$ cat config.mk
export PLATFORM = sky130hd
export DESIGN_NAME = trackball_flick_gesture_detector
export DESIGN_NICKNAME = d
export VERILOG_FILES = /design/src/hw/rtl/tfg_pkg.sv /design/src/hw/rtl/trackball_flick_gesture_detector.sv /design/src/hw/rtl/tfg_step.sv
export SDC_FILE = /design/constraint.sdc
export NUM_CORES = 1
export LEC_CHECK = 0
export BUFFER_PORTS_ARGS = -buffer_cell sky130_fd_sc_hd__buf_4
export CORE_MARGIN = 1
export CORE_UTILIZATION = 60
export CTS_BUF_LIST = sky130_fd_sc_hd__clkbuf_8
export DETAILED_ROUTE_END_ITERATION = 6
export PLACE_DENSITY_LB_ADDON = 0.08
export SYNTH_ARGS = -nofsm -noshare
export SYNTH_HDL_FRONTEND = slang
export SYNTH_HIERARCHICAL = 1
export SYNTH_SLANG_ARGS = --single-unit
export TNS_END_PERCENT = 1
$ cat constraint.sdc
create_clock -name clk -period 16.49 [get_ports clk]
set_input_delay 0.8245 -clock clk [delete_from_list [all_inputs] [get_ports clk]]
set_output_delay 0.8245 -clock clk [all_outputs]
set_load 0.005 [all_outputs]
$ cat src/hw/rtl/tfg_pkg.sv
// Shared types, widths and codes for the trackball flick gesture detector.
// No dependencies; used by tfg_step and trackball_flick_gesture_detector.
package tfg_pkg;

	localparam int MOVE_BITS = 16;
	localparam int SUM_BITS  = 24;
	localparam int TIME_BITS = 32;

	localparam int SPEED_W = 15;
	localparam int MS_W    = 16;
	localparam int TOL_W   = 9;
	localparam int CMD_W   = 2;
	localparam int KEY_W   = 2;
	localparam int CODE_W  = 2;

	localparam int CFG_IDX_W  = 3;
	localparam int CFG_DATA_W = 16;

	localparam int IN_DATA_W  = ((2 * MOVE_BITS + TIME_BITS + 7) / 8) * 8;
	localparam int OUT_RAW_W  = 2 * MOVE_BITS + KEY_W + CODE_W;
	localparam int OUT_DATA_W = ((OUT_RAW_W + 7) / 8) * 8;

	localparam int MAX_REVERSALS = 2;
	localparam logic [TOL_W-1:0] TOL_MAX = TOL_W'(256);

	// commands
	localparam logic [CMD_W-1:0] CMD_MOVE  = 2'd0;
	localparam logic [CMD_W-1:0] CMD_LEFT  = 2'd1;
	localparam logic [CMD_W-1:0] CMD_RIGHT = 2'd2;

	// key events / flick direction
	localparam logic [KEY_W-1:0] KEY_NONE = 2'd0;
	localparam logic [KEY_W-1:0] KEY_BACK = 2'd1;
	localparam logic [KEY_W-1:0] KEY_FWD  = 2'd2;

	// detector_state codes on the result
	localparam logic [CODE_W-1:0] CODE_IDLE   = 2'd0;
	localparam logic [CODE_W-1:0] CODE_DETECT = 2'd1;
	localparam logic [CODE_W-1:0] CODE_TRIG   = 2'd2;
	localparam logic [CODE_W-1:0] CODE_COOL   = 2'd3;

	// register indexes
	localparam logic [CFG_IDX_W-1:0] REG_ENABLE      = 3'd0;
	localparam logic [CFG_IDX_W-1:0] REG_START_SPEED = 3'd1;
	localparam logic [CFG_IDX_W-1:0] REG_MIN_DIST    = 3'd2;
	localparam logic [CFG_IDX_W-1:0] REG_WINDOW      = 3'd3;
	localparam logic [CFG_IDX_W-1:0] REG_COOLDOWN    = 3'd4;
	localparam logic [CFG_IDX_W-1:0] REG_VERT_TOL    = 3'd5;
	localparam logic [CFG_IDX_W-1:0] REG_DECAY_SPEED = 3'd6;

	typedef enum logic [3:0] {
		MODE_IDLE   = 4'b0001,
		MODE_DETECT = 4'b0010,
		MODE_TRIG   = 4'b0100,
		MODE_COOL   = 4'b1000
	} mode_t;

	typedef struct packed {
		logic                enable;
		logic [SPEED_W-1:0]  start_speed;
		logic [SPEED_W-1:0]  min_distance;
		logic [MS_W-1:0]     window_ms;
		logic [MS_W-1:0]     cooldown_time;
		logic [TOL_W-1:0]    vertical_tolerance;
		logic [SPEED_W-1:0]  decay_speed;
	} cfg_t;

	typedef struct packed {
		mode_t                        mode;
		logic [KEY_W-1:0]             flick_direction;
		logic [TIME_BITS-1:0]         gesture_start;
		logic [TIME_BITS-1:0]         cooldown_start;
		logic signed [SUM_BITS-1:0]   sum_x;
		logic signed [SUM_BITS-1:0]   sum_y;
		logic signed [MOVE_BITS-1:0]  previous_dx;
		logic [1:0]                   reversal_count;
		logic                         consistent;
	} det_state_t;

	typedef struct packed {
		logic [CMD_W-1:0]             command;
		logic signed [MOVE_BITS-1:0]  delta_x;
		logic signed [MOVE_BITS-1:0]  delta_y;
		logic [TIME_BITS-1:0]         time_ms;
	} item_t;

	typedef struct packed {
		logic signed [MOVE_BITS-1:0]  out_x;
		logic signed [MOVE_BITS-1:0]  out_y;
		logic [KEY_W-1:0]             key_event;
		logic [CODE_W-1:0]            detector_state;
	} result_t;

	localparam cfg_t CFG_RESET = '{
		enable:             1'b1,
		start_speed:        SPEED_W'(15),
		min_distance:       SPEED_W'(50),
		window_ms:          MS_W'(200),
		cooldown_time:      MS_W'(300),
		vertical_tolerance: TOL_W'(128),
		decay_speed:        SPEED_W'(3)
	};

	localparam det_state_t STATE_CLEAR = '{
		mode:            MODE_IDLE,
		flick_direction: KEY_NONE,
		gesture_start:   '0,
		cooldown_start:  '0,
		sum_x:           '0,
		sum_y:           '0,
		previous_dx:     '0,
		reversal_count:  2'd0,
		consistent:      1'b1
	};

	function automatic logic [CODE_W-1:0] mode_code(input mode_t m);
		logic [CODE_W-1:0] c;
		case (m)
			MODE_IDLE:   c = CODE_IDLE;
			MODE_DETECT: c = CODE_DETECT;
			MODE_TRIG:   c = CODE_TRIG;
			MODE_COOL:   c = CODE_COOL;
			default:     c = CODE_IDLE;
		endcase
		return c;
	endfunction

	// back to idle; timestamps are left alone
	function automatic det_state_t go_idle(input det_state_t s);
		det_state_t r;
		r = s;
		r.mode            = MODE_IDLE;
		r.flick_direction = KEY_NONE;
		r.sum_x           = '0;
		r.sum_y           = '0;
		r.previous_dx     = '0;
		r.reversal_count  = 2'd0;
		r.consistent      = 1'b1;
		return r;
	endfunction

endpackage

$ cat src/hw/rtl/trackball_flick_gesture_detector.sv
// Trackball flick gesture detector: top level with stream ports, register file,
// input register, detector state and result register. Depends on tfg_pkg, tfg_step.
//
// Each movement report or flick command beat yields exactly one result beat.
// The block takes one beat per clock while the output is not stalled: a beat is
// held in an input register, the detector step is combinational compare/add
// logic (the widest piece is the 9 x 23 bit vertical-ratio product), and the
// result and new detector state load together, so a following beat already
// sees the updated state. A stalled output holds the input register; a new
// beat is still taken while one result waits. Register writes are meant for
// idle periods; writing 0 to enable clears all detector state.
module trackball_flick_gesture_detector (
	input  logic                              clk,
	input  logic                              arst_n,

	input  logic                              cfg_valid,
	output logic                              cfg_ready,
	input  logic [tfg_pkg::CFG_IDX_W-1:0]     cfg_index,
	input  logic [tfg_pkg::CFG_DATA_W-1:0]    cfg_data,

	input  logic                              s_axis_tvalid,
	output logic                              s_axis_tready,
	// delta_x [15:0], delta_y [31:16], time_ms [63:32]
	input  logic [tfg_pkg::IN_DATA_W-1:0]     s_axis_tdata,
	// command [1:0]
	input  logic [tfg_pkg::CMD_W-1:0]         s_axis_tuser,

	output logic                              m_axis_tvalid,
	input  logic                              m_axis_tready,
	// out_x [15:0], out_y [31:16], key_event [33:32], detector_state [35:34], zeros above
	output logic [tfg_pkg::OUT_DATA_W-1:0]    m_axis_tdata
);
	import tfg_pkg::*;

	cfg_t       cfg_q;
	det_state_t state_q, state_next;
	item_t      item_s1;
	logic       valid_s1;
	result_t    step_res, res_q;
	logic       out_valid_q;
	logic       advance;
	logic       cfg_we;

	assign cfg_ready     = 1'b1;
	assign cfg_we        = cfg_valid && cfg_ready;
	assign advance       = valid_s1 && (!out_valid_q || m_axis_tready);
	assign s_axis_tready = !valid_s1 || advance;
	assign m_axis_tvalid = out_valid_q;
	assign m_axis_tdata  = OUT_DATA_W'({res_q.detector_state, res_q.key_event,
	                                    res_q.out_y, res_q.out_x});

	tfg_step u_step (
		.cfg  (cfg_q),
		.cur  (state_q),
		.item (item_s1),
		.nxt  (state_next),
		.res  (step_res)
	);

	// register file; zero writes to speed, distance, window and cooldown fields and out-of-range tolerances are dropped
	always_ff @(posedge clk or negedge arst_n) begin
		if (!arst_n) begin
			cfg_q <= CFG_RESET;
		end else if (cfg_we) begin
			case (cfg_index)
				REG_ENABLE:      cfg_q.enable <= cfg_data[0];
				REG_START_SPEED: if (cfg_data[SPEED_W-1:0] != '0)
					cfg_q.start_speed <= cfg_data[SPEED_W-1:0];
				REG_MIN_DIST:    if (cfg_data[SPEED_W-1:0] != '0)
					cfg_q.min_distance <= cfg_data[SPEED_W-1:0];
				REG_WINDOW:      if (cfg_data[MS_W-1:0] != '0)
					cfg_q.window_ms <= cfg_data[MS_W-1:0];
				REG_COOLDOWN:    if (cfg_data[MS_W-1:0] != '0)
					cfg_q.cooldown_time <= cfg_data[MS_W-1:0];
				REG_VERT_TOL:    if (cfg_data[TOL_W-1:0] <= TOL_MAX)
					cfg_q.vertical_tolerance <= cfg_data[TOL_W-1:0];
				REG_DECAY_SPEED: if (cfg_data[SPEED_W-1:0] != '0)
					cfg_q.decay_speed <= cfg_data[SPEED_W-1:0];
				default: ;
			endcase
		end
	end

	always_ff @(posedge clk or negedge arst_n) begin
		if (!arst_n) begin
			state_q <= STATE_CLEAR;
		end else if (cfg_we && cfg_index == REG_ENABLE && !cfg_data[0]) begin
			state_q <= STATE_CLEAR;
		end else if (advance) begin
			state_q <= state_next;
		end
	end

	always_ff @(posedge clk or negedge arst_n) begin
		if (!arst_n) begin
			valid_s1 <= 1'b0;
		end else if (s_axis_tready) begin
			valid_s1 <= s_axis_tvalid;
		end
	end

	always_ff @(posedge clk) begin
		if (s_axis_tvalid && s_axis_tready) begin
			item_s1.command <= s_axis_tuser;
			item_s1.delta_x <= s_axis_tdata[MOVE_BITS-1:0];
			item_s1.delta_y <= s_axis_tdata[2*MOVE_BITS-1:MOVE_BITS];
			item_s1.time_ms <= s_axis_tdata[2*MOVE_BITS+TIME_BITS-1:2*MOVE_BITS];
		end
	end

	always_ff @(posedge clk or negedge arst_n) begin
		if (!arst_n) begin
			out_valid_q <= 1'b0;
		end else if (advance) begin
			out_valid_q <= 1'b1;
		end else if (m_axis_tready) begin
			out_valid_q <= 1'b0;
		end
	end

	always_ff @(posedge clk) begin
		if (advance)
			res_q <= step_res;
	end

	// a key tap only ever leaves on the beat that enters cooldown
	a_key_in_cooldown: assert property (@(posedge clk) disable iff (!arst_n)
		(out_valid_q && res_q.key_event != KEY_NONE) |-> res_q.detector_state == CODE_COOL)
		else $error("key event outside cooldown entry");

	// movement is consumed whenever the detector is busy
	a_consumed: assert property (@(posedge clk) disable iff (!arst_n)
		(out_valid_q && res_q.detector_state != CODE_IDLE) |->
		(res_q.out_x == '0 && res_q.out_y == '0))
		else $error("movement leaked while detector busy");

	// saturated reversal count and lost consistency go together
	a_rev_consistent: assert property (@(posedge clk) disable iff (!arst_n)
		(state_q.reversal_count == 2'd3) == !state_q.consistent)
		else $error("reversal count and consistency disagree");

	a_mode_onehot: assert property (@(posedge clk) disable iff (!arst_n)
		$onehot(state_q.mode))
		else $error("detector mode not one-hot");

endmodule

$ cat src/hw/rtl/tfg_step.sv
// Next-state and result logic for one item of the flick detector.
// Purely combinational; depends on tfg_pkg.
module tfg_step (
	input  tfg_pkg::cfg_t       cfg,
	input  tfg_pkg::det_state_t cur,
	input  tfg_pkg::item_t      item,
	output tfg_pkg::det_state_t nxt,
	output tfg_pkg::result_t    res
);
	import tfg_pkg::*;

	localparam int ABS_MV_W  = MOVE_BITS - 1;
	localparam int ABS_SUM_W = SUM_BITS - 1;
	localparam int CMP_W     = SUM_BITS + 8;

	logic signed [MOVE_BITS-1:0] dx;
	logic                        dx_neg, dx_pos, dx_min;
	logic [ABS_MV_W-1:0]         adx;
	logic [SPEED_W-1:0]          adx_w;

	logic [ABS_SUM_W-1:0]        ax, ay;
	logic [CMP_W-1:0]            ay_scaled, tol_ax;
	logic                        gesture_ok;
	logic [KEY_W-1:0]            sum_dir;

	logic [TIME_BITS-1:0]        gest_elapsed, cool_elapsed;
	logic                        window_over, cool_over;

	logic                        prev_pos, prev_nz, flipped, decayed, reversal;
	logic [1:0]                  rev_next;

	logic signed [SUM_BITS:0]    sx_wide, sy_wide;
	logic signed [SUM_BITS-1:0]  sx_sat, sy_sat;

	assign dx     = item.delta_x;
	assign dx_neg = dx[MOVE_BITS-1];
	assign dx_pos = !dx_neg && (dx != '0);
	assign dx_min = dx_neg && (dx[MOVE_BITS-2:0] == '0);
	assign adx    = dx_min ? {ABS_MV_W{1'b1}} :
	                dx_neg ? ABS_MV_W'(-dx) : ABS_MV_W'(dx);
	assign adx_w  = SPEED_W'(adx);

	// saturating absolute values of the sums
	assign ax = (cur.sum_x[SUM_BITS-1] && cur.sum_x[SUM_BITS-2:0] == '0) ? {ABS_SUM_W{1'b1}} :
	            cur.sum_x[SUM_BITS-1] ? ABS_SUM_W'(-cur.sum_x) : ABS_SUM_W'(cur.sum_x);
	assign ay = (cur.sum_y[SUM_BITS-1] && cur.sum_y[SUM_BITS-2:0] == '0) ? {ABS_SUM_W{1'b1}} :
	            cur.sum_y[SUM_BITS-1] ? ABS_SUM_W'(-cur.sum_y) : ABS_SUM_W'(cur.sum_y);

	// vertical ratio check: ay*256 <= tol*ax
	assign ay_scaled = CMP_W'({ay, 8'b0});
	assign tol_ax    = CMP_W'(cfg.vertical_tolerance) * CMP_W'(ax);

	assign gesture_ok = (ax >= ABS_SUM_W'(cfg.min_distance))
	                    && !((ax != '0) && (ay_scaled > tol_ax))
	                    && (cur.reversal_count <= 2'(MAX_REVERSALS))
	                    && cur.consistent;

	assign sum_dir = cur.sum_x[SUM_BITS-1] ? KEY_BACK :
	                 (cur.sum_x != '0)     ? KEY_FWD  : KEY_NONE;

	assign gest_elapsed = item.time_ms - cur.gesture_start;
	assign cool_elapsed = item.time_ms - cur.cooldown_start;
	assign window_over  = gest_elapsed > TIME_BITS'(cfg.window_ms);
	assign cool_over    = cool_elapsed >= TIME_BITS'(cfg.cooldown_time);

	assign prev_nz  = cur.previous_dx != '0;
	assign prev_pos = !cur.previous_dx[MOVE_BITS-1] && prev_nz;
	assign flipped  = prev_pos != dx_pos;
	assign decayed  = (adx_w < cfg.decay_speed)
	                  || (prev_nz && flipped && (adx_w > cfg.decay_speed));
	assign reversal = prev_nz && (dx != '0) && flipped;
	assign rev_next = (cur.reversal_count == 2'd3) ? 2'd3 : cur.reversal_count + 2'd1;

	// saturating accumulate, one guard bit
	assign sx_wide = {cur.sum_x[SUM_BITS-1], cur.sum_x} + (SUM_BITS+1)'(item.delta_x);
	assign sy_wide = {cur.sum_y[SUM_BITS-1], cur.sum_y} + (SUM_BITS+1)'(item.delta_y);
	assign sx_sat  = (sx_wide[SUM_BITS] == sx_wide[SUM_BITS-1]) ? sx_wide[SUM_BITS-1:0] :
	                 {sx_wide[SUM_BITS], {(SUM_BITS-1){~sx_wide[SUM_BITS]}}};
	assign sy_sat  = (sy_wide[SUM_BITS] == sy_wide[SUM_BITS-1]) ? sy_wide[SUM_BITS-1:0] :
	                 {sy_wide[SUM_BITS], {(SUM_BITS-1){~sy_wide[SUM_BITS]}}};

	always_comb begin
		nxt           = cur;
		res.out_x     = '0;
		res.out_y     = '0;
		res.key_event = KEY_NONE;

		if (item.command != CMD_MOVE) begin
			if (cfg.enable && (item.command == CMD_LEFT || item.command == CMD_RIGHT)) begin
				nxt.flick_direction = item.command;
				nxt.mode            = MODE_TRIG;
			end
		end else if (!cfg.enable) begin
			res.out_x = item.delta_x;
			res.out_y = item.delta_y;
		end else begin
			case (cur.mode)
				MODE_IDLE: begin
					if (adx_w >= cfg.start_speed) begin
						nxt.previous_dx    = dx;
						nxt.mode           = MODE_DETECT;
						nxt.gesture_start  = item.time_ms;
						nxt.sum_x          = '0;
						nxt.sum_y          = '0;
						nxt.reversal_count = 2'd0;
						nxt.consistent     = 1'b1;
					end
				end
				MODE_DETECT: begin
					if (window_over || decayed) begin
						if (gesture_ok) begin
							nxt.flick_direction = sum_dir;
							nxt.mode            = MODE_TRIG;
						end else begin
							nxt = go_idle(cur);
						end
					end else begin
						if (reversal) begin
							nxt.reversal_count = rev_next;
							if (rev_next > 2'(MAX_REVERSALS))
								nxt.consistent = 1'b0;
						end
						nxt.sum_x       = sx_sat;
						nxt.sum_y       = sy_sat;
						nxt.previous_dx = dx;
					end
				end
				MODE_TRIG: begin
					if (cur.flick_direction == KEY_BACK || cur.flick_direction == KEY_FWD)
						res.key_event = cur.flick_direction;
					nxt.mode           = MODE_COOL;
					nxt.cooldown_start = item.time_ms;
				end
				MODE_COOL: begin
					if (cool_over)
						nxt = go_idle(cur);
				end
				default: begin
					nxt = go_idle(cur);
				end
			endcase
			if (nxt.mode == MODE_IDLE) begin
				res.out_x = item.delta_x;
				res.out_y = item.delta_y;
			end
		end
		res.detector_state = mode_code(nxt.mode);
	end

endmodule

==> key figures, run 1 <==
Detailed routing
  • Post-route DRC: 0
  • Drt via density: 6.12
  • Avg WL per Cell: 19.5 µm
  • Initial drt markers: 2,031
  • Drt pass-1 iters: 5
  • Post-route ant nets: 0
  • Routed WL: 86.2 mm
  • Vias: 27,000

Critical path
  • Crit path kind: register to register
  • Slowest Stage Delay on Critical Path: 0.75 ns
  • Reg2reg path depth: 41
  • Worst path required time: 17.04 ns
  • Startpoint Class: register
  • Arrival @ worst endpoint: 12.26 ns
  • Crit-path max FO: 64
  • CP max stage cell: nor2_1
  • CP Capture Type: register

Hold path
  • Worst hold path class: primary input to asynchronous set/reset pin

Place
  • Area of placed instances: 32,600 µm²
  • Pre-CTS setup slack: 4.95 ns
  • Placed Cells: 4,303
  • DP HPWL: 62.8 mm
  • Placer Congestion: 0.949
  • Port-buffer cells: 127

Clock tree
  • Cts bufs inserted: 58
  • H-tree depth: 2
  • CTS Root Cell: clkbuf_8
  • CTS Sinks: 328
  • Later-pin clock latency in the skew report: 0.69 ns
  • Post-cts sizing count: 0
  • Max Root-Sink Buffers: 3
  • Clock slew seen by the registers of the worst setup and hold paths: 0.06 ns
  • Post-CTS setup repair buffer count: 0
  • Post-CTS Hold Buffers: 0
  • CTS tree: done

Finish
  • Final Cell Area: 33,700 µm²
  • Synthesis-to-finish area growth: 7.78%
  • Layout cells sized above 1: 0.110
  • Nets: 4,195
  • Post-route insts no fill: 4,413
  • Core Util, Final: 0.656

GRT
  • Largest net degree at the start of global routing: 102
  • Antenna violations before repair: 1
  • Global-route wire length before repair: 138 mm
  • Met1 usage: 0.395
  • GR Util All Layers: 0.323
  • Number of global-route vias before repair: 26,800
  • GRT overflow: 0
  • Grt peak-use layer: met2
  • Met2 Use GR: 0.565
  • M3 GR Usage: 0.0382

Logic synthesis
  • Simple-Gate Fraction of Synth Area: 0.185
  • Synth Area in Compound Gates: 0.182
  • Post-synthesis mux area share: 0.0448
  • Count of flip-flops with a built-in enable after synthesis: 102
  • Area of the mapped netlist: 31,300 µm²
  • Number of synthesized register bits: 328
  • Warnings, synthesis: 6
  • Post-synth cell types: 100
  • XOR/XNOR share of the synthesized area: 0.0347
  • Largest family of logic cells by synthesized area: adder cells
  • Yosys top cell area share: 0.165
  • Synth Instances: 3,641
  • Post-Syn Area per Cell: 8.60 µm²
  • Cell taking the most area after synthesis: dfrtp_1
  • Dominant synthesized flop cell: dfrtp_1
  • Register area share after synthesis: 0.279
  • Adder-Cell Fraction of Synth Area: 0.205
  • Synth async-reset ratio: 0.689
  • Synth top area cells: dfrtp_1, ha_1, edfxtp_1

Outcome
  • Status: complete, no violations

Floorplanning
  • Die W: 230 µm
  • Core ar.: 51,400 µm²
  • # IOs: 133
  • Cell Rows: 83
  • Die Ht: 230 µm
  • Initial core utilization: 0.609
  • Die area: 53,100 µm²

STA
  • Tightest Pin Transition: 1.38 ns
  • Slew Viols, Final: 0
  • RSZ-0062 raised after global routing: no
  • Max Fclk: 85.4 MHz
  • Clock skew: 0.0605 ns
  • Final-report setup violation count: 0
  • Relative slew slack: 0.0728
  • PnR worst setup slack: 4.78 ns
  • Final Cycle Share: 0.710
  • Final Hold Fails: 0
  • Minimum clock period after layout: 11.71 ns
  • TNS Setup: 0 ns

Pwr
  • Power Density: 87.4 nW/µm²
  • Pleak: 15.8 nW
  • Max IR drop VDD: 0.0873 mV

Flow run
  • Max Cap Violations: 0
final cells by class:
type | count | area [µm²]
Tap cell | 680 | 851
Clock buffer | 69 | 950
Multi-Input combinational cell | 2773 | 20400
Antenna cell | 1 | 2.50
Inverter | 379 | 1430
Fill cell | 4343 | 17700
Clock inverter | 40 | 235
Sequential cell | 328 | 8740
Timing Repair Buffer | 143 | 1080
path summary, 6_finish.rpt:
kind / slack (ns) / from / end
min in group clk: 0.31 / s_axis_tdata[35] / item_s1[3]
hold reg to reg: 0.50 / cfg_q[84] / cfg_q[84]
setup / recovery: 4.78 / state_q[61] / state_q[50]
max in group asynchronous: 13.88 / arst_n / state_q[3]
setup reg to reg: 4.78 / state_q[61] / state_q[50]
hold / removal: 0.13 / arst_n / state_q[73]
logic make-up (layout without fill, tap and decap cells):
group,count (synthesis),count (layout)
buffers and inverters,543,631
other,2,6
multiplexers,125,125
adder cells (fa/ha/maj),422,422
AND/OR/NAND/NOR,1207,1207
XOR/XNOR,124,124
AO/OA/AOI/OAI,890,890
flip-flops,328,328
power breakdown:
part | leakage (nW) | switching [mW] | total (mW) | internal (mW)
clock | 0.691 | 0.365 | 0.778 | 0.413
sequential | 3.92 | 0.127 | 1.10 | 0.972
combinational | 11.2 | 0.632 | 1.07 | 0.441
total | 15.8 | 1.12 | 2.95 | 1.83
state kept, by name, indices dropped and copies added (netlist names):
name / flops
cfg_q: 87
item_s1: 66
valid_s1: 1
m_axis_tvalid: 1
m_axis_tdata: 36
state_q: 137
worst max-delay path: cells and delay by family (launching register included):
kind | cells | cell delay (ns)
fa+ha+maj | 6 | 2.78
buf+inv | 4 | 0.79
flops | 1 | 0.47
compound gates | 18 | 4.10
simple gates | 12 | 3.26
xor+xnor | 1 | 0.14
layer usage:
| metal | share of wire | vias to the layer above | wire length [µm] |
|---|---|---|---|
| li1 | - | 12700 | - |
| met1 | 0.40 | 13200 | 34800 |
| met2 | 0.50 | 919 | 42700 |
| met3 | 0.051 | 234 | 4400 |
| met4 | 0.049 | 0 | 4230 |
| met5 | 0 | - | 0 |
cells in the final DEF, fill, tap and decap left out, types with 51 or more instances in the layout:
master,instances
xor2_1,65
fa_1,152
a21oi_1,300
nand2_1,596
inv_1,396
a21o_1,61
clkbuf_8,69
xnor2_1,59
buf_4,142
and2_1,130
nor2_1,153
ha_1,270
edfxtp_1,102
nand3_1,51
mux2_2,120
o21ai_0,180
dfrtp_1,206
cells in the mapped netlist (8+ instances only):
| library cell | n |
|---|---|
| nand2_1 | 597 |
| inv_1 | 378 |
| a21oi_1 | 300 |
| ha_1 | 270 |
| dfrtp_1 | 206 |
| o21ai_0 | 181 |
| nor2_1 | 153 |
| fa_1 | 152 |
| and2_1 | 131 |
| clkbuf_1 | 126 |
| mux2_2 | 120 |
| edfxtp_1 | 102 |
| xor2_1 | 65 |
| a21o_1 | 61 |
| xnor2_1 | 59 |
| nand3_1 | 51 |
| a22o_1 | 47 |
| nor3_1 | 40 |
| nand2b_1 | 37 |
| o21a_1 | 36 |
| nor2b_1 | 35 |
| a31oi_1 | 24 |
| nand4_1 | 24 |
| or3_1 | 22 |
| nor4_1 | 21 |
| o211ai_1 | 21 |
| a211oi_1 | 20 |
| dfstp_2 | 20 |
| a21boi_0 | 17 |
| and3_1 | 17 |
| buf_2 | 16 |
| o21ai_1 | 16 |
| o21bai_1 | 16 |
| o2bb2ai_1 | 16 |
| o31ai_1 | 15 |
| or4_1 | 15 |
| nand3b_1 | 11 |
| a2111oi_0 | 10 |
| and4_1 | 9 |
| o22ai_1 | 9 |
| or2_2 | 9 |
| a221oi_1 | 8 |
| buf_4 | 8 |
| o2111ai_1 | 8 |
through the flow:
stage,hold slack [ns],power (mW)
after floorplan,0.457,1.85
after global placement,0.488,2.11
after detailed placement,0.494,2.16
after CTS,0.145,2.94
after global routing,0.176,3.13
final,0.133,2.95
(Power assumes the default switching activity.)
==> run 2, diff against run 1 <==
clock period = 10.9 ns   (was 16.49 ns; I/O delays follow)
==> run 2 against run 1 <==
  * Largest power group unchanged
  * Global-route usage grew 0.51 points
  * Register-to-register slack lost 4.2 ns
  * Utilization grew 1.2 points
  * Critical path type unchanged
  * Clock skew shrank 0.014 ns
  * Clock-buffer cell count grew 5
  * Routed wire length grew 1.1%
  * Non-clock buffer count grew 56
  * Sequential cell count is the same
==> key figures, run 2 (synthesis gave the netlist of run 1 again) <==
Outcome
  • Status: complete, no violations

Critical path
  • CP Capture Type: register
  • CP max stage cell: or4_1
  • Arrival @ worst endpoint: 10.92 ns
  • Slowest Stage Delay on Critical Path: 0.67 ns
  • Startpoint Class: register
  • Crit path kind: register to register
  • Crit-path max FO: 32
  • Worst path required time: 11.47 ns

GRT
  • Antenna violations before repair: 3
  • Number of global-route vias before repair: 27,400
  • GR Util All Layers: 0.328
  • GRT overflow: 0
  • Largest net degree at the start of global routing: 97
  • Global-route wire length before repair: 140 mm

STA
  • PnR worst setup slack: 0.546 ns
  • Final-report setup violation count: 0
  • Final Cycle Share: 0.950
  • Minimum clock period after layout: 10.35 ns
  • Relative slew slack: 0.0383
  • Max Fclk: 96.6 MHz
  • TNS Setup: 0 ns
  • Slew Viols, Final: 0
  • Final Hold Fails: 0
  • Tightest Pin Transition: 1.43 ns
  • Clock skew: 0.0465 ns

Finish
  • Largest Register: state_q
  • Nets: 4,250
  • Layout cells sized above 1: 0.116
  • Commonest non-fill, non-tap cell in the layout: nand2_1
  • Max reg flops: 137
  • Top Registers: state_q: 137 flops, cfg_q: 87 flops, item_s1: 66 flops
  • Most frequent cells in the layout: nand2_1, inv_1, a21oi_1
  • Synthesis-to-finish area growth: 9.69%
  • Post-route insts no fill: 4,471

Floorplanning
  • # IOs: 133
  • Initial core utilization: 0.609
  • Die W: 230 µm
  • Die area: 53,100 µm²
  • Core ar.: 51,400 µm²
  • Die Ht: 230 µm
  • Cell Rows: 83

Detailed routing
  • Avg WL per Cell: 19.5 µm
  • Post-route ant nets: 0
  • Routed WL: 87.1 mm
  • Drt via density: 6.07
  • Vias: 27,200
  • Post-route DRC: 0
  • Drt pass-1 iters: 6
  • Initial drt markers: 1,987

Pwr
  • Power Density: 131 nW/µm²
  • Max IR drop VDD: 0.133 mV
  • Sequential power share: 0.369
  • NetSw: 1.71 mW
  • Pleak: 16.2 nW
  • Cell Int Power: 2.79 mW
  • Clock share of power: 0.267
  • Sw Share: 0.380
  • Combinational power share: 0.364

Clock tree
  • Clock slew seen by the registers of the worst setup and hold paths: 0.06 ns
  • CTS Sinks: 328
  • Cts bufs inserted: 57
  • CTS Root Cell: clkbuf_8
  • Max Root-Sink Buffers: 3
  • CTS tree: done
  • H-tree depth: 2
  • Later-pin clock latency in the skew report: 0.70 ns

Place
  • Placed Cells: 4,322
  • DP HPWL: 62.4 mm
  • Port-buffer cells: 127
  • Pre-CTS setup slack: 0.168 ns
  • Placer Congestion: 0.942

Flow run
  • Max Cap Violations: 0

Hold path
  • Worst hold path class: primary input to register
-- run 2: changes by cell type in the layout (fill, tap and decap cells not counted), sizes merged --
cell,before,now
buf,143,164
clkinv,17,10
clkinvlp,0,2
clkbuf,69,75
dlygate4sd3,0,34
diode,1,4
bufinv,2,1
-- run 2: layout make-up --
| cell class | instances | area [µm²] |
|---|---|---|
| Tap cell | 680 | 851 |
| Multi-Input combinational cell | 2773 | 20500 |
| Sequential cell | 328 | 8740 |
| Antenna cell | 4 | 10.0 |
| Timing Repair Buffer | 199 | 1620 |
| Fill cell | 4341 | 17100 |
| Clock inverter | 34 | 203 |
| Clock buffer | 74 | 1020 |
| Inverter | 379 | 1430 |
-- run 2: timing repair --
action | 4_1_cts | 5_1_grt
hold buffers | 34 | 0
resized for setup | 0 | 6
hold endpoints to repair | 114 | 0
buffers inserted | 0 | 2
endpoints found under the setup margin | 0 | 104
-- run 2: worst max-delay path, delay by kind of cell, from the launching register on --
| family | cells | cell delay [ns] |
|---|---|---|
| flip-flops | 1 | 0.47 |
| AND/OR/NAND/NOR | 14 | 3.06 |
| adder cells (fa/ha/maj) | 6 | 2.69 |
| buffers and inverters | 5 | 0.82 |
| AO/OA/AOI/OAI | 17 | 3.12 |
| XOR/XNOR | 1 | 0.09 |
-- run 2: routing by layer --
| layer | share of wire | global-route usage |
|---|---|---|
| met2 | 0.49 | 0.572 |
| met5 | 0 | 0 |
| met1 | 0.40 | 0.400 |
| met4 | 0.047 | 0.164 |
| met3 | 0.055 | 0.0411 |
-- run 2: path summary, 6_finish.rpt --
| check | cells after the start | end | start | slack [ns] |
|---|---|---|---|---|
| max | 43 | state_q[11] | state_q[61] | 0.55 |
| min | 1 | item_s1[61] | s_axis_tdata[13] | 0.06 |
| max in group asynchronous | 4 | state_q[28] | arst_n | 8.07 |
| min in group asynchronous | 2 | state_q[72] | arst_n | 0.48 |
| min reg2reg | 1 | cfg_q[10] | cfg_q[10] | 0.51 |
| max reg2reg | 43 | state_q[11] | state_q[61] | 0.55 |
-- run 2: per-stage QoR --
| step | instance area [µm²] | hold WS (ns) | util | total power, mW |
|---|---|---|---|---|
| global route | 34300 | 0.0323 | 0.668 | 4.76 |
| global placement | 32700 | 0.486 | 0.636 | 3.19 |
| finish | 34300 | 0.0564 | 0.668 | 4.49 |
| CTS | 34300 | 0.0102 | 0.667 | 4.48 |
| detailed placement | 32700 | 0.494 | 0.636 | 3.26 |
| floorplan | 31300 | 0.249 | - | 2.80 |
-- run 2: power by group through the flow --
stage	clock, mW	sequential (mW)	combinational [mW]
finish	1.20	1.66	1.63
global route	1.27	1.68	1.81
CTS	1.22	1.66	1.61
detailed placement	0	1.68	1.58
global placement	0	1.67	1.53
floorplan	0	1.58	1.22
